$ cat config.mk
export PLATFORM = sky130hd
export DESIGN_NAME = vga_crtc_register_file_flat
export DESIGN_NICKNAME = d
export VERILOG_FILES = /design/src/hdl/crtc_pkg.sv /design/src/hdl/crtc_channels.sv /design/src/hdl/crtc_ctrl.sv /design/src/hdl/crtc_dpath.sv /design/src/hdl/vga_crtc_register_file.sv /design/src/flat_wrapper.sv
export SDC_FILE = /design/constraint.sdc
export NUM_CORES = 1
export LEC_CHECK = 0
export BUFFER_PORTS_ARGS = -buffer_cell sky130_fd_sc_hd__buf_2
export CORE_MARGIN = 8
export CORE_UTILIZATION = 50
export CTS_CLUSTER_DIAMETER = 40
export DETAILED_ROUTE_END_ITERATION = 8
export GPL_ROUTABILITY_DRIVEN = 0
export PLACE_DENSITY = 0.67
export REMOVE_ABC_BUFFERS = 1
export SYNTH_ARGS = -nofsm -noshare
export SYNTH_HDL_FRONTEND = slang
export SYNTH_HIERARCHICAL = 1
export SYNTH_SLANG_ARGS = --single-unit
export TNS_END_PERCENT = 100
$ cat constraint.sdc
create_clock -name clock -period 3.1 [get_ports clock]
set_input_delay 0.465 -clock clock [delete_from_list [all_inputs] [get_ports clock]]
set_output_delay 0.465 -clock clock [all_outputs]
set_load 0.005 [all_outputs]
$ cat src/hdl/crtc_pkg.sv
`default_nettype none

package crtc_pkg;

   // register file geometry
   localparam int NUM_REGS  = 25;
   localparam int REG_IDX_W = $clog2(NUM_REGS);

   // cursor divider: one quotient bit per step over a 16-bit cursor address
   localparam int DIV_STEPS = 16;
   localparam int DIV_CNT_W = $clog2(DIV_STEPS);

   // CRTC register indices with side effects
   localparam logic [7:0] CR_HDISP_END  = 8'h01;
   localparam logic [7:0] CR_OVERFLOW   = 8'h07;
   localparam logic [7:0] CR_PRESET_ROW = 8'h08;
   localparam logic [7:0] CR_MAX_SCAN   = 8'h09;
   localparam logic [7:0] CR_START_HI   = 8'h0C;
   localparam logic [7:0] CR_START_LO   = 8'h0D;
   localparam logic [7:0] CR_CURSOR_HI  = 8'h0E;
   localparam logic [7:0] CR_CURSOR_LO  = 8'h0F;
   localparam logic [7:0] CR_VDISP_END  = 8'h12;
   localparam logic [7:0] CR_OFFSET     = 8'h13;
   localparam logic [7:0] CR_MODE_CTRL  = 8'h17;

   typedef enum logic [1:0] {
      OP_WR_INDEX = 2'd0,
      OP_RD_INDEX = 2'd1,
      OP_WR_DATA  = 2'd2,
      OP_RD_DATA  = 2'd3
   } opcode_type;

   typedef enum logic [1:0] {
      NOTE_NONE     = 2'd0,
      NOTE_RESIZE   = 2'd1,
      NOTE_SETTINGS = 2'd2
   } notify_type;

   typedef enum logic [2:0] {
      ST_IDLE,
      ST_EXEC,
      ST_DIV_LOAD,
      ST_DIV_RUN,
      ST_DIV_SAVE,
      ST_RESPOND
   } state_type;

   // controller to datapath
   typedef struct packed {
      logic load;
      logic exec;
      logic div_load;
      logic div_step;
      logic div_save;
   } dp_cmd_type;

   // datapath to controller
   typedef struct packed {
      logic need_div;
      logic div_last;
   } dp_status_type;

endpackage

`default_nettype wire

$ cat src/hdl/crtc_channels.sv
`default_nettype none

// access beat: opcode and write byte
interface crtc_req_if;
   logic       valid;
   logic       ready;
   logic [1:0] opcode;
   logic [7:0] write_data;

   modport source (output valid, output opcode, output write_data, input ready);
   modport sink   (input valid, input opcode, input write_data, output ready);
endinterface

// result beat: read byte, notification and derived display values
interface crtc_rsp_if;
   logic        valid;
   logic        ready;
   logic [7:0]  read_data;
   logic [1:0]  notify;
   logic [15:0] frame_start;
   logic [9:0]  vdisplay_end;
   logic [8:0]  hdisplay_end;
   logic [4:0]  line_skip;
   logic [1:0]  byte_skip;
   logic        line_double;
   logic [3:0]  line_height;
   logic [13:0] cursor_line;
   logic [8:0]  cursor_column;
   logic        cga_active;

   modport source (
      output valid, input ready,
      output read_data, output notify, output frame_start, output vdisplay_end,
      output hdisplay_end, output line_skip, output byte_skip, output line_double,
      output line_height, output cursor_line, output cursor_column, output cga_active
   );
   modport sink (
      input valid, output ready,
      input read_data, input notify, input frame_start, input vdisplay_end,
      input hdisplay_end, input line_skip, input byte_skip, input line_double,
      input line_height, input cursor_line, input cursor_column, input cga_active
   );
endinterface

`default_nettype wire

$ cat src/hdl/crtc_ctrl.sv
`default_nettype none

module crtc_ctrl import crtc_pkg::*; (
   input  logic          clock,
   input  logic          reset,
   input  logic          req_valid,
   output logic          req_ready,
   output logic          rsp_valid,
   input  logic          rsp_ready,
   input  dp_status_type status,
   output dp_cmd_type    cmd
);

   state_type state_ff, state_in;

   // state register
   always_ff @(posedge clock) begin
      if (reset) begin
         state_ff <= ST_IDLE;
      end else begin
         state_ff <= state_in;
      end
   end

   // next state and commands
   always_comb begin
      state_in  = state_ff;
      cmd       = '0;
      req_ready = 1'b0;
      rsp_valid = 1'b0;
      unique case (state_ff)
         ST_IDLE: begin
            req_ready = 1'b1;
            if (req_valid) begin
               cmd.load = 1'b1;
               state_in = ST_EXEC;
            end
         end
         ST_EXEC: begin
            cmd.exec = 1'b1;
            state_in = status.need_div ? ST_DIV_LOAD : ST_RESPOND;
         end
         ST_DIV_LOAD: begin
            cmd.div_load = 1'b1;
            state_in     = ST_DIV_RUN;
         end
         ST_DIV_RUN: begin
            cmd.div_step = 1'b1;
            if (status.div_last) begin
               state_in = ST_DIV_SAVE;
            end
         end
         ST_DIV_SAVE: begin
            cmd.div_save = 1'b1;
            state_in     = ST_RESPOND;
         end
         ST_RESPOND: begin
            rsp_valid = 1'b1;
            if (rsp_ready) begin
               state_in = ST_IDLE;
            end
         end
         default: begin
            state_in = ST_IDLE;
         end
      endcase
   end

endmodule

`default_nettype wire

$ cat src/hdl/crtc_dpath.sv
`default_nettype none

module crtc_dpath import crtc_pkg::*; (
   input  logic          clock,
   input  logic          reset,
   input  dp_cmd_type    cmd,
   output dp_status_type status,
   input  logic [1:0]    req_opcode,
   input  logic [7:0]    req_write_data,
   output logic [7:0]    read_data,
   output logic [1:0]    notify,
   output logic [15:0]   frame_start,
   output logic [9:0]    vdisplay_end,
   output logic [8:0]    hdisplay_end,
   output logic [4:0]    line_skip,
   output logic [1:0]    byte_skip,
   output logic          line_double,
   output logic [3:0]    line_height,
   output logic [13:0]   cursor_line,
   output logic [8:0]    cursor_column,
   output logic          cga_active
);

   // captured beat
   opcode_type           op_ff, op_in;
   logic [7:0]           wd_ff, wd_in;

   // architectural state
   logic [7:0]           index_ff, index_in;
   logic [7:0]           regs_ff [NUM_REGS];
   logic [7:0]           regs_in [NUM_REGS];
   logic [15:0]          start_ff, start_in;
   logic [9:0]           vend_ff, vend_in;
   logic [8:0]           hend_ff, hend_in;
   logic [6:0]           skip_ff, skip_in;
   logic [4:0]           line_ff, line_in;
   logic [13:0]          row_ff, row_in;
   logic [8:0]           col_ff, col_in;
   logic                 cga_ff, cga_in;

   // result byte and notification
   logic [7:0]           rd_ff, rd_in;
   notify_type           note_ff, note_in;

   // cursor divider
   logic [9:0]           rem_ff, rem_in;
   logic [15:0]          quo_ff, quo_in;
   logic [8:0]           divisor_ff, divisor_in;
   logic [DIV_CNT_W-1:0] cnt_ff, cnt_in;

   logic                 idx_ok;
   logic [REG_IDX_W-1:0] idx;
   logic [7:0]           offset;
   logic [9:0]           trial;
   logic                 trial_ge;

   assign idx_ok = index_ff < 8'(NUM_REGS);
   assign idx    = index_ff[REG_IDX_W-1:0];
   assign offset = regs_ff[REG_IDX_W'(CR_OFFSET)];

   // restoring division step
   assign trial    = {rem_ff[8:0], quo_ff[15]};
   assign trial_ge = trial >= {1'b0, divisor_ff};

   // cursor recomputed only on cursor address writes with an offset of two or more
   assign status.need_div = (op_ff == OP_WR_DATA)
                            && ((index_ff == CR_CURSOR_HI) || (index_ff == CR_CURSOR_LO))
                            && (offset >= 8'd2);
   assign status.div_last = cnt_ff == DIV_CNT_W'(DIV_STEPS - 1);

   // next-state logic
   always_comb begin
      op_in      = op_ff;
      wd_in      = wd_ff;
      index_in   = index_ff;
      regs_in    = regs_ff;
      start_in   = start_ff;
      vend_in    = vend_ff;
      hend_in    = hend_ff;
      skip_in    = skip_ff;
      line_in    = line_ff;
      row_in     = row_ff;
      col_in     = col_ff;
      cga_in     = cga_ff;
      rd_in      = rd_ff;
      note_in    = note_ff;
      rem_in     = rem_ff;
      quo_in     = quo_ff;
      divisor_in = divisor_ff;
      cnt_in     = cnt_ff;

      // capture beat
      if (cmd.load) begin
         op_in = opcode_type'(req_opcode);
         wd_in = req_write_data;
      end

      // register access and derived values
      if (cmd.exec) begin
         rd_in   = 8'd0;
         note_in = NOTE_NONE;
         unique case (op_ff)
            OP_WR_INDEX: index_in = wd_ff;
            OP_RD_INDEX: rd_in    = index_ff;
            OP_WR_DATA: begin
               if (idx_ok) begin
                  regs_in[idx] = wd_ff;
                  unique case (index_ff)
                     CR_HDISP_END: begin
                        hend_in = 9'(wd_ff) + 9'd1;
                        note_in = NOTE_RESIZE;
                     end
                     CR_OVERFLOW: begin
                        vend_in = {wd_ff[6], wd_ff[1], vend_ff[7:0]};
                        note_in = NOTE_RESIZE;
                     end
                     CR_PRESET_ROW: skip_in = wd_ff[6:0];
                     CR_MAX_SCAN: begin
                        line_in = {wd_ff[7], wd_ff[3:0]};
                        note_in = NOTE_RESIZE;
                     end
                     CR_START_HI: start_in = {wd_ff, start_ff[7:0]};
                     CR_START_LO: start_in = {start_ff[15:8], wd_ff};
                     CR_VDISP_END: begin
                        vend_in = {vend_ff[9:8], wd_ff};
                        note_in = NOTE_RESIZE;
                     end
                     CR_OFFSET: note_in = NOTE_RESIZE;
                     CR_MODE_CTRL: begin
                        cga_in  = ~wd_ff[0];
                        note_in = NOTE_SETTINGS;
                     end
                     default: ;
                  endcase
               end
            end
            OP_RD_DATA: rd_in = idx_ok ? regs_ff[idx] : 8'd0;
            default: ;
         endcase
      end

      // divider load: cursor address over twice the offset
      if (cmd.div_load) begin
         rem_in     = 10'd0;
         quo_in     = {regs_ff[REG_IDX_W'(CR_CURSOR_HI)], regs_ff[REG_IDX_W'(CR_CURSOR_LO)]};
         divisor_in = {offset, 1'b0};
         cnt_in     = '0;
      end

      // one quotient bit a step
      if (cmd.div_step) begin
         rem_in = trial_ge ? (trial - {1'b0, divisor_ff}) : trial;
         quo_in = {quo_ff[14:0], trial_ge};
         cnt_in = cnt_ff + DIV_CNT_W'(1);
      end

      if (cmd.div_save) begin
         row_in = quo_ff[13:0];
         col_in = rem_ff[8:0];
      end
   end

   // architectural state with reset
   always_ff @(posedge clock) begin
      if (reset) begin
         index_ff <= 8'd0;
         for (int i = 0; i < NUM_REGS; i++) begin
            regs_ff[i] <= 8'd0;
         end
         start_ff <= 16'd0;
         vend_ff  <= 10'd0;
         hend_ff  <= 9'd0;
         skip_ff  <= 7'd0;
         line_ff  <= 5'd0;
         row_ff   <= 14'd0;
         col_ff   <= 9'd0;
         cga_ff   <= 1'b0;
      end else begin
         index_ff <= index_in;
         regs_ff  <= regs_in;
         start_ff <= start_in;
         vend_ff  <= vend_in;
         hend_ff  <= hend_in;
         skip_ff  <= skip_in;
         line_ff  <= line_in;
         row_ff   <= row_in;
         col_ff   <= col_in;
         cga_ff   <= cga_in;
      end
   end

   // beat, result and divider payload
   always_ff @(posedge clock) begin
      op_ff      <= op_in;
      wd_ff      <= wd_in;
      rd_ff      <= rd_in;
      note_ff    <= note_in;
      rem_ff     <= rem_in;
      quo_ff     <= quo_in;
      divisor_ff <= divisor_in;
      cnt_ff     <= cnt_in;
   end

   assign read_data     = rd_ff;
   assign notify        = note_ff;
   assign frame_start   = start_ff;
   assign vdisplay_end  = vend_ff;
   assign hdisplay_end  = hend_ff;
   assign line_skip     = skip_ff[4:0];
   assign byte_skip     = skip_ff[6:5];
   assign line_double   = line_ff[4];
   assign line_height   = line_ff[3:0];
   assign cursor_line   = row_ff;
   assign cursor_column = col_ff;
   assign cga_active    = cga_ff;

endmodule

`default_nettype wire

$ cat src/hdl/vga_crtc_register_file.sv
// VGA CRT controller register file behind an index port and a data port. One
// access beat in gives one result beat out, carrying the read byte, the
// notification and the current derived display values. Accesses are handled
// one at a time: a plain access passes through accept, execute and present.
// A data write to the cursor address registers while the offset register is 2
// or more adds divider load, run and save steps before present: the cursor
// row and column come from a restoring divider that yields one quotient bit
// per cycle over the 16-bit cursor address.
`default_nettype none

module vga_crtc_register_file import crtc_pkg::*; (
   input  logic      clock,
   input  logic      reset,
   crtc_req_if.sink  req_bus,
   crtc_rsp_if.source rsp_bus
);

   dp_cmd_type    cmd;
   dp_status_type status;

   // sequencer
   crtc_ctrl u_ctrl (
      .clock     (clock),
      .reset     (reset),
      .req_valid (req_bus.valid),
      .req_ready (req_bus.ready),
      .rsp_valid (rsp_bus.valid),
      .rsp_ready (rsp_bus.ready),
      .status    (status),
      .cmd       (cmd)
   );

   // registers, derived values and cursor divider
   crtc_dpath u_dpath (
      .clock          (clock),
      .reset          (reset),
      .cmd            (cmd),
      .status         (status),
      .req_opcode     (req_bus.opcode),
      .req_write_data (req_bus.write_data),
      .read_data      (rsp_bus.read_data),
      .notify         (rsp_bus.notify),
      .frame_start    (rsp_bus.frame_start),
      .vdisplay_end   (rsp_bus.vdisplay_end),
      .hdisplay_end   (rsp_bus.hdisplay_end),
      .line_skip      (rsp_bus.line_skip),
      .byte_skip      (rsp_bus.byte_skip),
      .line_double    (rsp_bus.line_double),
      .line_height    (rsp_bus.line_height),
      .cursor_line    (rsp_bus.cursor_line),
      .cursor_column  (rsp_bus.cursor_column),
      .cga_active     (rsp_bus.cga_active)
   );

endmodule

`default_nettype wire

$ cat src/flat_wrapper.sv
// flat-port wrapper written by rule: the top's interface ports become plain ports
module vga_crtc_register_file_flat import crtc_pkg::*;
  (clock, reset, req_bus_valid, req_bus_opcode, req_bus_write_data, req_bus_ready, rsp_bus_valid, rsp_bus_ready, rsp_bus_read_data, rsp_bus_notify, rsp_bus_frame_start, rsp_bus_vdisplay_end, rsp_bus_hdisplay_end, rsp_bus_line_skip, rsp_bus_byte_skip, rsp_bus_line_double, rsp_bus_line_height, rsp_bus_cursor_line, rsp_bus_cursor_column, rsp_bus_cga_active);
  crtc_req_if req_bus_i ();
  crtc_rsp_if rsp_bus_i ();
  input  logic clock;
  input  logic reset;
  input wire logic [$bits(req_bus_i.valid)-1:0] req_bus_valid;
  input wire logic [$bits(req_bus_i.opcode)-1:0] req_bus_opcode;
  input wire logic [$bits(req_bus_i.write_data)-1:0] req_bus_write_data;
  output wire logic [$bits(req_bus_i.ready)-1:0] req_bus_ready;
  output wire logic [$bits(rsp_bus_i.valid)-1:0] rsp_bus_valid;
  input wire logic [$bits(rsp_bus_i.ready)-1:0] rsp_bus_ready;
  output wire logic [$bits(rsp_bus_i.read_data)-1:0] rsp_bus_read_data;
  output wire logic [$bits(rsp_bus_i.notify)-1:0] rsp_bus_notify;
  output wire logic [$bits(rsp_bus_i.frame_start)-1:0] rsp_bus_frame_start;
  output wire logic [$bits(rsp_bus_i.vdisplay_end)-1:0] rsp_bus_vdisplay_end;
  output wire logic [$bits(rsp_bus_i.hdisplay_end)-1:0] rsp_bus_hdisplay_end;
  output wire logic [$bits(rsp_bus_i.line_skip)-1:0] rsp_bus_line_skip;
  output wire logic [$bits(rsp_bus_i.byte_skip)-1:0] rsp_bus_byte_skip;
  output wire logic [$bits(rsp_bus_i.line_double)-1:0] rsp_bus_line_double;
  output wire logic [$bits(rsp_bus_i.line_height)-1:0] rsp_bus_line_height;
  output wire logic [$bits(rsp_bus_i.cursor_line)-1:0] rsp_bus_cursor_line;
  output wire logic [$bits(rsp_bus_i.cursor_column)-1:0] rsp_bus_cursor_column;
  output wire logic [$bits(rsp_bus_i.cga_active)-1:0] rsp_bus_cga_active;
  assign req_bus_i.valid = req_bus_valid;
  assign req_bus_i.opcode = req_bus_opcode;
  assign req_bus_i.write_data = req_bus_write_data;
  assign req_bus_ready = req_bus_i.ready;
  assign rsp_bus_valid = rsp_bus_i.valid;
  assign rsp_bus_i.ready = rsp_bus_ready;
  assign rsp_bus_read_data = rsp_bus_i.read_data;
  assign rsp_bus_notify = rsp_bus_i.notify;
  assign rsp_bus_frame_start = rsp_bus_i.frame_start;
  assign rsp_bus_vdisplay_end = rsp_bus_i.vdisplay_end;
  assign rsp_bus_hdisplay_end = rsp_bus_i.hdisplay_end;
  assign rsp_bus_line_skip = rsp_bus_i.line_skip;
  assign rsp_bus_byte_skip = rsp_bus_i.byte_skip;
  assign rsp_bus_line_double = rsp_bus_i.line_double;
  assign rsp_bus_line_height = rsp_bus_i.line_height;
  assign rsp_bus_cursor_line = rsp_bus_i.cursor_line;
  assign rsp_bus_cursor_column = rsp_bus_i.cursor_column;
  assign rsp_bus_cga_active = rsp_bus_i.cga_active;
  vga_crtc_register_file u_core (.clock(clock), .reset(reset), .req_bus(req_bus_i), .rsp_bus(rsp_bus_i));
endmodule
==> impl_results.md, run 1 <==
- Reg-to-reg setup timing slack: 0.25 ns
- Internal power: 0.00833 W
- Top-area cell type share of the netlist area: 0.380
- Synth Instances: 1491
- Compound-Gate Fraction of Synth Area: 0.107
- Met3 Use GR: 0.0344
- Setup Buffers After CTS: 0
- Clock Sinks: 339
- Synth warn: 6
- Routed wire length per instance: 20.0 um
- Clk pwr share: 0.474
- CTS resizes: 0
- Routed Antenna Nets: 0
- Status: completed
- Total number of vias: 11500
- Setup TNS: 0 ns
- Slew HR: 0.328
- Via-per-instance ratio: 5.80
- Core area: 0.0295 sq mm
- Initial core utilization: 0.504
- Met1 Usage GRT: 0.287
- Non-Filler Instances: 1991
- Post-route DRC: 0
- Critical path arrival: 3.24 ns
- Yosys top cell by area: dfxtp_1
- First-pass GRT wire length: 63800 um
- Final design area excluding fillers: 0.0173 sq mm
- Most common cell in the netlist: dfxtp_1
- Worst Min Path Start: req_bus_opcode[0]
- Worst Slack Setup Final: 0.247 ns
- CP Launch Point: u_core/u_ctrl/state_ff[0]$_SDFFE_PP0P_
- CTS tree: yes
- Pwr dens: 642 mW/mm^2
- Fin crit period: 2.85 ns
- Crit path kind: register to register
- Min-Delay Path Class: input pin to register
- Final Hold Slack: 0.105 ns
- Post-synth EDFFs: 57
- # rows: 63
- Port-buffer cells: 96
- Simple-gate area share of the yosys netlist: 0.161
- Worst slew pin tran: 1.01 ns
- Crit end category: register
- GRT busiest layer: met2
- Placed cell count: 1910
- Comb pwr share: 0.095
- Io pins: 97
- Root Driver: clkbuf_16
- DIE WIDTH: 188 um
- Flip-flop and latch count after synthesis: 339
- Share of cells above drive strength 1: 0.189
- Hold buffer count at CTS: 0
- Placed cell area: 0.0157 sq mm
- Post-Synth XOR/XNOR Area: 0.00530
- Max-slew violations: 0
- CP Cell Sequence: nor2b_1 > and2_1 > and3b_1 > nand3b_2 > or3_1 > mux2i_1 > nor2_1
- Clock transition at path regs: 0.06 ns
- Die height: 188 um
- Leakage dissipation: 6.38 nW
- Crit path launch type: register
- Final nets: 1591
- Ant. Diodes: 0
- Cts bufs inserted: 44
- Fin. Hold Viols: 0
- Worst-path maximum fanout: 10
- Required time of the critical path: 3.49 ns
- Synth cell count leaders: 282 x dfxtp_1, 212 x nand2_1, 164 x a21oi_1, 139 x nor2_1, 134 x mux2i_1
- CTS max path bufs: 3
- Maximum clock rate: 0.350 GHz
- Synth Area per Inst: 9.97 sq um
- Async SR Flop Fraction: 0
- Post-DP HPWL: 25700 um
- Met2 GRT Util: 0.367
- Area growth, synth to finish: 16.4%
- Final setup vio count: 0
- Dpl ws: 0.290 ns
- Synth Area in Adders: 0.00977
- TritonRoute pass-1 iters: 5
- Largest net degree at the start of global routing: 122
- VDD IR max: 0.000369 V
- Sw power: 0.00278 W
- Largest family of logic cells by synthesized area: multiplexers
- Reg2reg start: u_core/u_ctrl/state_ff[0]$_SDFFE_PP0P_
- Mux contribution to synthesized area: 0.180
- DIE AREA: 0.0355 sq mm
- Count of cell types in the netlist: 74
- Synth top area cells: dfxtp_1 38%, edfxtp_1 12%, mux2i_1 9.0%
- Fin crit share: 0.920
- Unrepaired setup endpoints after global routing: no
- Max incr delay on CP: 0.71 ns
- Mapped Area: 0.0149 sq mm
- Reg power frac: 0.430
- Aggregate global-route resource usage: 0.221
- Clk_skew: 0.0242 ns
- Switching share of power: 0.250
- Vias in the first global route: 11300
- Sequential share of the synthesized area: 0.495
- Initial drt markers: 1076
- Critical-path top delay cell: or3_1
- H-tree Lvls: 2
- MaxCap Viol Count: 0
- Worst skew pair latency: 0.54 ns
- Post-synth top flop: dfxtp_1
- Grt ovf: 0
- Initial antenna violation count: 0
- Final Routed Wirelength: 39900 um
layout by cell type, fill, tap and decap left out, types with 6 or more instances in the layout:
cell type,count
nand3_1,75
clkbuf_1,6
clkinv_4,6
mux4_2,29
xor2_1,6
nand2b_1,7
mux4_1,19
a22o_1,7
o22ai_1,8
and3_1,8
nor2_1,139
and2_1,6
dfxtp_1,280
mux2i_1,134
buf_2,95
ha_1,10
edfxtp_1,57
nor3_1,8
inv_1,15
buf_4,51
a21oi_1,164
nor2b_1,7
o21ai_0,62
a211oi_1,9
a31oi_1,10
clkbuf_16,47
mux2_2,16
nand2_1,212
cell type report:
type | instances | area (sq um)
Clock buffer | 57 | 1250
Sequential cell | 339 | 7360
Fill cell | 2546 | 12200
Multi-Input combinational cell | 1015 | 6900
Inverter | 16 | 60.1
Tap cell | 390 | 488
Clock inverter | 24 | 307
Timing Repair Buffer | 150 | 932
metal layers:
metal  vias to the layer above  share of wire
li1                       5454              -
met1                      5574           0.42
met2                       430           0.48
met3                        87          0.064
met4                         0          0.035
met5                         -              0
kinds of logic after synthesis:
family	after synthesis
fa+ha+maj	11
xor+xnor	9
mux	198
flops	339
compound gates	285
buf+inv	137
simple gates	512
registers in the layout (all words and copies together) (netlist names), 9 cells and up:
| register | flops |
|---|---|
| u_core/u_dpath/hdisplay_end | 9 |
| u_core/u_dpath/cursor_column | 9 |
| u_core/u_dpath/frame_start | 16 |
| u_core/u_dpath/regs_ff | 192 |
| u_core/u_dpath/vdisplay_end | 10 |
| u_core/u_dpath/quo_ff | 16 |
| u_core/u_dpath/rem_ff | 9 |
| u_core/u_dpath/cursor_line | 14 |
power groups by stage:
stage          Combinational, W  Clock (W)  Sequential, W
6_report                0.00106    0.00527        0.00478
5_1_grt                 0.00114    0.00557        0.00479
4_1_cts                 0.00105    0.00535        0.00478
3_5_place_dp            0.00104          0        0.00487
3_3_place_gp            0.00103          0        0.00487
2_1_floorplan          0.000524          0        0.00492
through the flow:
step                power (W)  utilization
detailed placement    0.00592        0.534
finish                 0.0111        0.587
floorplan             0.00544            -
global route           0.0115        0.587
global placement      0.00590        0.534
CTS                    0.0112        0.587
critical path: cells and delay by family (launching register included):
kind / cells / cell delay (ns)
DFF: 1 / 0.54
and+or+nand+nor: 6 / 1.91
muxes: 1 / 0.26
final timing paths:
path | end | depth (start not counted)
setup / recovery | u_core/u_dpath/regs_ff[157]$_SDFFE_PP0P_ | 7
hold / removal | u_core/u_dpath/op_ff[0]$_DFFE_PP_ | 1
setup reg to reg | u_core/u_dpath/regs_ff[157]$_SDFFE_PP0P_ | 7
hold reg to reg | u_core/u_dpath/skip_ff[4]$_SDFFE_PP0P_ | 2
Power figures use the tool's default switching activity.
==> run 2: changes to the inputs <==
--- a/config.mk
+++ b/config.mk
@@ -13,6 +13,7 @@
 export GPL_ROUTABILITY_DRIVEN = 0
 export PLACE_DENSITY = 0.67
 export REMOVE_ABC_BUFFERS = 1
+export SETUP_SLACK_MARGIN = 0.5
 export SYNTH_ARGS = -nofsm -noshare
 export SYNTH_HDL_FRONTEND = slang
 export SYNTH_HIERARCHICAL = 1
==> run 2 against run 1 <==
  * Cell area is 0.66% higher
  * Non-clock buffer count is 5 higher
  * Clock-buffer cell count stayed put
  * Total power is 0.20% higher
  * Critical endpoint is now u_core/u_dpath/regs_ff[167]$_SDFFE_PP0P_
==> impl_results.md, run 2 (synthesis results as in run 1) <==
- Aggregate global-route resource usage: 0.221 (about the same)
- Final design area excluding fillers: 0.0174 sq mm (was 0.0173 sq mm)
- Dpl ws: 0.290 ns (unchanged)
- Total number of vias: 11600 (was 11500)
- Final Routed Wirelength: 40200 um (was 39900 um)
- Initial core utilization: 0.504 (unchanged)
- CP Cell Sequence: nor2b_2 > and2_1 > nand3b_1 > or4_1 > buf_8 > nor2_4 > nand2_1 > a21oi_1 (was nor2b_1 > and2_1 > and3b_1 > nand3b_2 > or3_1 > mux2i_1 > nor2_1)
- Hold depth: 1 (unchanged)
- TritonRoute pass-1 iters: 5 (unchanged)
- Worst skew pair latency: 0.54 ns (about the same)
- VDD IR max: 0.000368 V (was 0.000369 V)
- Post-route DRC: 0 (unchanged)
- Status: completed (unchanged)
- Die height: 188 um (unchanged)
- Max FFs per register: 192 (unchanged)
- Placed cell area: 0.0157 sq mm (unchanged)
- Routed wire length per instance: 20.1 um (was 20.0 um)
- Grt ovf: 0 (unchanged)
- Placed cell count: 1910 (unchanged)
- Maximum clock rate: 0.404 GHz (was 0.350 GHz)
- Hold path endpoint: u_core/u_dpath/op_ff[0]$_DFFE_PP_ (unchanged)
- Crit path launch type: register (unchanged)
- Worst Slack Setup Final: 0.628 ns (was 0.247 ns)
- Share of cells above drive strength 1: 0.197 (was 0.189)
- Clk_skew: 0.0234 ns (was 0.0242 ns)
- Reg-to-reg setup timing slack: 0.63 ns (was 0.25 ns)
- Leakage dissipation: 6.45 nW (was 6.38 nW)
- Final setup vio count: 0 (unchanged)
- Worst slew pin tran: 0.850 ns (was 1.01 ns)
- Slew HR: 0.434 (was 0.328)
- Crit end category: register (unchanged)
- Crit path kind: register to register (unchanged)
- Worst Reg-to-Reg Cells: 8 (was 7)
- Worst-path maximum fanout: 27 (was 10)
- Post-DP HPWL: 25700 um (unchanged)
- Initial drt markers: 1029 (was 1076)
- Port-buffer cells: 96 (unchanged)
- DIE WIDTH: 188 um (unchanged)
- Reg2reg start: u_core/u_ctrl/state_ff[0]$_SDFFE_PP0P_ (unchanged)
- Largest reg by FF count: u_core/u_dpath/regs_ff (unchanged)
- MaxCap Viol Count: 0 (unchanged)
- Reg-to-Reg End: u_core/u_dpath/regs_ff[167]$_SDFFE_PP0P_ (was u_core/u_dpath/regs_ff[157]$_SDFFE_PP0P_)
- Ant. Diodes: 0 (unchanged)
- First-pass GRT wire length: 63900 um (was 63800 um)
- Max incr delay on CP: 0.57 ns (was 0.71 ns)
- DIE AREA: 0.0355 sq mm (unchanged)
- Fin crit share: 0.797 (was 0.920)
- Total power after layout: 0.0111 W (about the same)
- Non-Filler Instances: 1996 (was 1991)
- Final nets: 1596 (was 1591)
- Commonest non-fill, non-tap cell in the layout: dfxtp_1 (unchanged)
- Critical path arrival: 2.92 ns (was 3.24 ns)
- Fin crit period: 2.47 ns (was 2.85 ns)
- Min-Delay Path Class: input pin to register (unchanged)
- Max-slew violations: 0 (unchanged)
- Largest net degree at the start of global routing: 122 (unchanged)
- Routed Antenna Nets: 0 (unchanged)
- Cts bufs inserted: 44 (unchanged)
- Clock Sinks: 339 (unchanged)
- Setup TNS: 0 ns (unchanged)
- CTS max path bufs: 3 (unchanged)
- Vias in the first global route: 11300 (about the same)
- Clock transition at path regs: 0.06 ns (about the same)
- Root Driver: clkbuf_16 (unchanged)
- H-tree Lvls: 2 (unchanged)
- Required time of the critical path: 3.55 ns (was 3.49 ns)
- Initial antenna violation count: 0 (unchanged)
- Fin. Hold Viols: 0 (unchanged)
- Core area: 0.0295 sq mm (unchanged)
- Via-per-instance ratio: 5.82 (was 5.80)
- # rows: 63 (unchanged)
- Critical-path top delay cell: or4_1 (was or3_1)
- Pwr dens: 639 mW/mm^2 (was 642 mW/mm^2)
- CTS tree: yes (unchanged)
- Io pins: 97 (unchanged)
- Unrepaired setup endpoints after global routing: no (unchanged)
- Most frequent cells in the layout: 278 x dfxtp_1, 211 x nand2_1, 164 x a21oi_1, 137 x nor2_1, 134 x mux2i_1 (was 280 x dfxtp_1, 212 x nand2_1, 164 x a21oi_1, 139 x nor2_1, 134 x mux2i_1)
- Worst Min Path Start: req_bus_opcode[0] (unchanged)
- Area growth, synth to finish: 17.2% (was 16.4%)
-- run 2: routing by layer --
layer	up-vias	global-route usage	wire (um)
li1	5467	-	-
met1	5645	0.287	17200
met2	436	0.371	19400
met3	71	0.0338	2320
met4	0	0.0791	1210
met5	-	0	0
-- run 2: area by class of cell --
cell class / instances / area, sq um
Fill cell: 2534 / 12100
Sequential cell: 339 / 7370
Multi-Input combinational cell: 1015 / 6940
Clock buffer: 57 / 1250
Timing Repair Buffer: 155 / 993
Tap cell: 390 / 488
Clock inverter: 24 / 307
Inverter: 16 / 60.1
-- run 2: metrics by stage --
stage | hold slack [ns] | utilization
final | 0.109 | 0.591
after global routing | 0.0865 | 0.591
after CTS | 0.0890 | 0.589
after detailed placement | 0.446 | 0.534
after global placement | 0.439 | 0.534
after floorplan | 0.425 | -
-- run 2: how the worst max path moves through the flow --
stage                                                       start                                       end  slack, ns  depth (start not counted)
after floorplan           u_core/u_dpath/index_ff[1]$_SDFFE_PP0P_  u_core/u_dpath/regs_ff[104]$_SDFFE_PP0P_      -0.65                          4
after global placement     u_core/u_ctrl/state_ff[0]$_SDFFE_PP0P_  u_core/u_dpath/regs_ff[156]$_SDFFE_PP0P_       0.39                          7
after detailed placement   u_core/u_ctrl/state_ff[0]$_SDFFE_PP0P_  u_core/u_dpath/regs_ff[157]$_SDFFE_PP0P_       0.29                          7
after CTS                 u_core/u_dpath/index_ff[0]$_SDFFE_PP0P_  u_core/u_dpath/regs_ff[167]$_SDFFE_PP0P_       0.51                          8
after global routing      u_core/u_dpath/index_ff[2]$_SDFFE_PP0P_   u_core/u_dpath/regs_ff[15]$_SDFFE_PP0P_       0.50                          5
final                      u_core/u_ctrl/state_ff[0]$_SDFFE_PP0P_  u_core/u_dpath/regs_ff[167]$_SDFFE_PP0P_       0.63                          8
-- run 2: repair_timing --
item	CTS	global route
resized for setup	11	7
endpoints found under the setup margin	98	74
buffers inserted	2	3
hold buffers	0	0
pin swaps	2	3
-- run 2: report_power, final --
| group | internal [W] | total, W | switching [W] |
|---|---|---|---|
| Sequential | 0.00465 | 0.00478 | 0.000128 |
| Combinational | 0.000372 | 0.00107 | 0.000700 |
| Clock | 0.00331 | 0.00528 | 0.00196 |
-- run 2: worst max-delay path: cells and delay by family (launching register included) --
kind	cells	cell delay (ns)
buffers and inverters	1	0.20
AO/OA/AOI/OAI	1	0.14
AND/OR/NAND/NOR	6	1.59
flip-flops	1	0.44
==> run 3: changes to the inputs <==
--- a/config.mk
+++ b/config.mk
@@ -5,6 +5,7 @@
 export SDC_FILE = /design/constraint.sdc
 export NUM_CORES = 1
 export LEC_CHECK = 0
+export ABC_AREA = 1
 export BUFFER_PORTS_ARGS = -buffer_cell sky130_fd_sc_hd__buf_2
 export CORE_MARGIN = 8
 export CORE_UTILIZATION = 50
==> constraint.sdc (replaced) <==
create_clock -name clock -period 2.3 [get_ports clock]
set_input_delay 0.345 -clock clock [delete_from_list [all_inputs] [get_ports clock]]
set_output_delay 0.345 -clock clock [all_outputs]
set_load 0.005 [all_outputs]
==> run 3 against run 2 <==
  * Global-route usage is 1.7 points higher
  * First-iteration DRC count down 8.5%
  * Clock skew fell by 0.0049 ns
  * Flip-flop and latch count did not move
  * Non-clock buffer count increased by 46
  * Critical path depth grew 4
  * Synthesized area is essentially flat
  * Via count grew 23%
  * Synthesized cell count up 39%
  * Total power grew 33%
  * Critical path type unchanged
  * Critical endpoint is now u_core/u_dpath/regs_ff[114]$_SDFFE_PP0P_
  * Largest cell class unchanged
  * Largest power group unchanged
  * Highest routed layer unchanged
==> impl_results.md, run 3 <==
- Simple-gate area share of the yosys netlist: 0.330 (was 0.161)
- Fin crit share: 0.813 (was 0.797)
- Most common cell in the netlist: nand2_1 (was dfxtp_1)
- DIE AREA: 0.0355 sq mm (about the same)
- Count of cell types in the netlist: 42 (was 74)
- Compound-Gate Fraction of Synth Area: 0.104 (was 0.107)
- Post-Synth XOR/XNOR Area: 0.00590 (was 0.00530)
- H-tree Lvls: 2 (unchanged)
- Dpl ws: 0.181 ns (was 0.290 ns)
- Crit end category: register (unchanged)
- Vias in the first global route: 13400 (was 11300)
- Synth warn: 6 (unchanged)
- Status: completed (unchanged)
- Slew HR: 0.525 (was 0.434)
- Initial core utilization: 0.505 (was 0.504)
- Routed Antenna Nets: 0 (unchanged)
- Area growth, synth to finish: 27.6% (was 17.2%)
- Reg power frac: 0.419 (was 0.429)
- Synth cell count leaders: 560 x nand2_1, 517 x nor2_1, 282 x dfxtp_1, 203 x o21ai_0, 72 x clkbuf_1 (was 282 x dfxtp_1, 212 x nand2_1, 164 x a21oi_1, 139 x nor2_1, 134 x mux2i_1)
- Total number of vias: 14300 (was 11600)
- Crit path kind: register to register (unchanged)
- Routed wire length per instance: 17.1 um (was 20.1 um)
- Max FFs per register: 192 (unchanged)
- Async SR Flop Fraction: 0 (unchanged)
- Largest reg by FF count: u_core/u_dpath/regs_ff (unchanged)
- Share of cells above drive strength 1: 0.205 (was 0.197)
- Via-per-instance ratio: 5.42 (was 5.82)
- Initial antenna violation count: 0 (unchanged)
- Worst Reg-to-Reg Cells: 12 (was 8)
- Largest family of logic cells by synthesized area: simple AND/OR/NAND/NOR gates (was multiplexers)
- Mux contribution to synthesized area: 0 (was 0.180)
- MaxCap Viol Count: 0 (unchanged)
- CTS tree: yes (unchanged)
- Initial drt markers: 942 (was 1029)
- Max-slew violations: 0 (unchanged)
- Min-Delay Path Class: input pin to register (unchanged)
- Core area: 0.0294 sq mm (was 0.0295 sq mm)
- Aggregate global-route resource usage: 0.239 (was 0.221)
- Worst-path maximum fanout: 9 (was 27)
- Mapped Area: 0.0148 sq mm (was 0.0149 sq mm)
- Die height: 188 um (about the same)
- Pwr dens: 783 mW/mm^2 (was 639 mW/mm^2)
- Critical path arrival: 2.30 ns (was 2.92 ns)
- Leakage dissipation: 8.14 nW (was 6.45 nW)
- Placed cell area: 0.0159 sq mm (was 0.0157 sq mm)
- Post-synth top flop: dfxtp_1 (unchanged)
- Clock Sinks: 339 (unchanged)
- Synth Instances: 2066 (was 1491)
- Setup TNS: 0 ns (unchanged)
- Commonest non-fill, non-tap cell in the layout: nand2_1 (was dfxtp_1)
- Final nets: 2242 (was 1596)
- Final setup vio count: 0 (unchanged)
- Maximum clock rate: 0.534 GHz (was 0.404 GHz)
- Fin crit period: 1.87 ns (was 2.47 ns)
- Final Routed Wirelength: 45200 um (was 40200 um)
- Switching share of power: 0.249 (was 0.251)
- Final core utilization: 0.644 (was 0.591)
- Total power after layout: 0.0148 W (was 0.0111 W)
- Largest net degree at the start of global routing: 49 (was 122)
- Grt ovf: 0 (unchanged)
- Required time of the critical path: 2.73 ns (was 3.55 ns)
- Synth top area cells: dfxtp_1 38%, nand2_1 14%, nor2_1 13% (was dfxtp_1 38%, edfxtp_1 12%, mux2i_1 9.0%)
- Final design area excluding fillers: 0.0189 sq mm (was 0.0174 sq mm)
- Hold depth: 5 (was 1)
- Flip-flop and latch count after synthesis: 339 (unchanged)
- Clock transition at path regs: 0.06 ns (about the same)
- Clk_skew: 0.0185 ns (was 0.0234 ns)
- Sw power: 0.00369 W (was 0.00279 W)
- Yosys top cell by area: dfxtp_1 (unchanged)
- Worst Slack Setup Final: 0.429 ns (was 0.628 ns)
- Post-DP HPWL: 29500 um (was 25700 um)
- Io pins: 97 (unchanged)
- First-pass GRT wire length: 70000 um (was 63900 um)
- Worst slew pin tran: 0.713 ns (was 0.850 ns)
- TritonRoute pass-1 iters: 6 (was 5)
- # rows: 63 (unchanged)
- Post-route DRC: 0 (unchanged)
- Fin. Hold Viols: 0 (unchanged)
- DIE WIDTH: 188 um (about the same)
- Clk pwr share: 0.493 (was 0.474)
- Top-area cell type share of the netlist area: 0.380 (about the same)
- Internal power: 0.0111 W (was 0.00834 W)
- Crit path launch type: register (unchanged)
- Unrepaired setup endpoints after global routing: yes (was no)
- CTS max path bufs: 3 (unchanged)
- Ant. Diodes: 0 (unchanged)
- Sequential share of the synthesized area: 0.496 (was 0.495)
- Cts bufs inserted: 46 (was 44)
- Worst skew pair latency: 0.55 ns (was 0.54 ns)
- Root Driver: clkbuf_16 (unchanged)
- Synth Area in Adders: 0.00978 (was 0.00977)
- Port-buffer cells: 96 (unchanged)
- VDD IR max: 0.000545 V (was 0.000368 V)
- Synth Area per Inst: 7.19 sq um (was 9.97 sq um)
- Post-synth EDFFs: 57 (unchanged)
- Comb pwr share: 0.088 (was 0.096)
- Most frequent cells in the layout: 542 x nand2_1, 495 x nor2_1, 276 x dfxtp_1, 107 x o21ai_0, 96 x buf_2 (was 278 x dfxtp_1, 211 x nand2_1, 164 x a21oi_1, 137 x nor2_1, 134 x mux2i_1)
[run 3: changes by cell type in the layout (fill, tap and decap cells not counted), moves of 18 or more]
cell	previous run	this run
mux4_1	19	0
mux4_2	29	0
mux2i_1	134	0
a21oi_1	164	50
o21ai_1	3	87
nand2_1	211	542
o21ai_0	62	107
nor2_1	137	495
nand4_1	2	25
nand3_1	75	34
o21ai_2	0	41
nand2_2	2	20
inv_1	15	58
[run 3: worst paths after layout]
path	endpoint	slack, ns	start
setup / recovery	u_core/u_dpath/regs_ff[114]$_SDFFE_PP0P_	0.43	u_core/u_dpath/index_ff[1]$_SDFFE_PP0P_
hold / removal	u_core/u_ctrl/state_ff[0]$_SDFFE_PP0P_	0.19	req_bus_valid
setup reg to reg	u_core/u_dpath/regs_ff[114]$_SDFFE_PP0P_	0.43	u_core/u_dpath/index_ff[1]$_SDFFE_PP0P_
hold reg to reg	u_core/u_dpath/regs_ff[19]$_SDFFE_PP0P_	0.45	u_core/u_dpath/regs_ff[19]$_SDFFE_PP0P_
[run 3: logic make-up after synthesis]
kind of cell               Yosys count
DFF                                339
AOI/OAI and AO/OA                  304
and+or+nand+nor                   1205
buffers and inverters              197
adders and majority gates           11
xor gates and xnor gates            10
[run 3: final cells by class]
cell class	instances	area, sq um
well taps	390	488
inverters	94	475
multi-input cells	1532	7360
clock inverters	23	219
fillers	2508	10500
repair inverters	3	20.0
flip-flops and latches	339	7370
clock buffers	62	1400
repair buffers	201	1610
[run 3: power by group through the flow]
stage | registers (W) | clock network, W | logic, W
6_report | 0.00621 | 0.00731 | 0.00130
3_3_place_gp | 0.00633 | 0 | 0.00102
2_1_floorplan | 0.00640 | 0 | 0.000469
5_1_grt | 0.00622 | 0.00769 | 0.00139
3_5_place_dp | 0.00633 | 0 | 0.00103
4_1_cts | 0.00621 | 0.00740 | 0.00110
[run 3: critical path, stage by stage (launching register included)]
cell	delay (ns)
dfxtp_2	0.32
buf_12	0.14
nor2_8	0.15
nand2_2	0.09
nand3_4	0.09
nand3_4	0.11
nor2_8	0.14
buf_12	0.16
buf_16	0.14
buf_12	0.12
nand2_8	0.08
o21ai_1	0.14
nor2_1	0.07
[run 3: through the flow]
stage,instances,hold slack [ns]
finish,2644,0.189
global route,2644,0.220
CTS,2613,0.176
detailed placement,2507,0.443
global placement,2507,0.437
floorplan,1963,0.414
[run 3: timing repair]
action	CTS	global route
endpoints found under the hold margin	10	0
endpoints found under the setup margin	266	295
gates cloned	3	4
pin swaps	4	35
setup buffers	8	27
gates resized for setup	125	223
hold buffers	10	0
[run 3: routing by layer]
layer  part of all wire  routed length [um]  vias to the layer above  track usage
met4              0.044                2010                        0        0.106
met2               0.47               21400                      607        0.403
met5                  0                   0                        -            0
met1               0.41               18500                     6621        0.294
met3              0.073                3310                      172       0.0440
li1                   -                   -                     6927            -
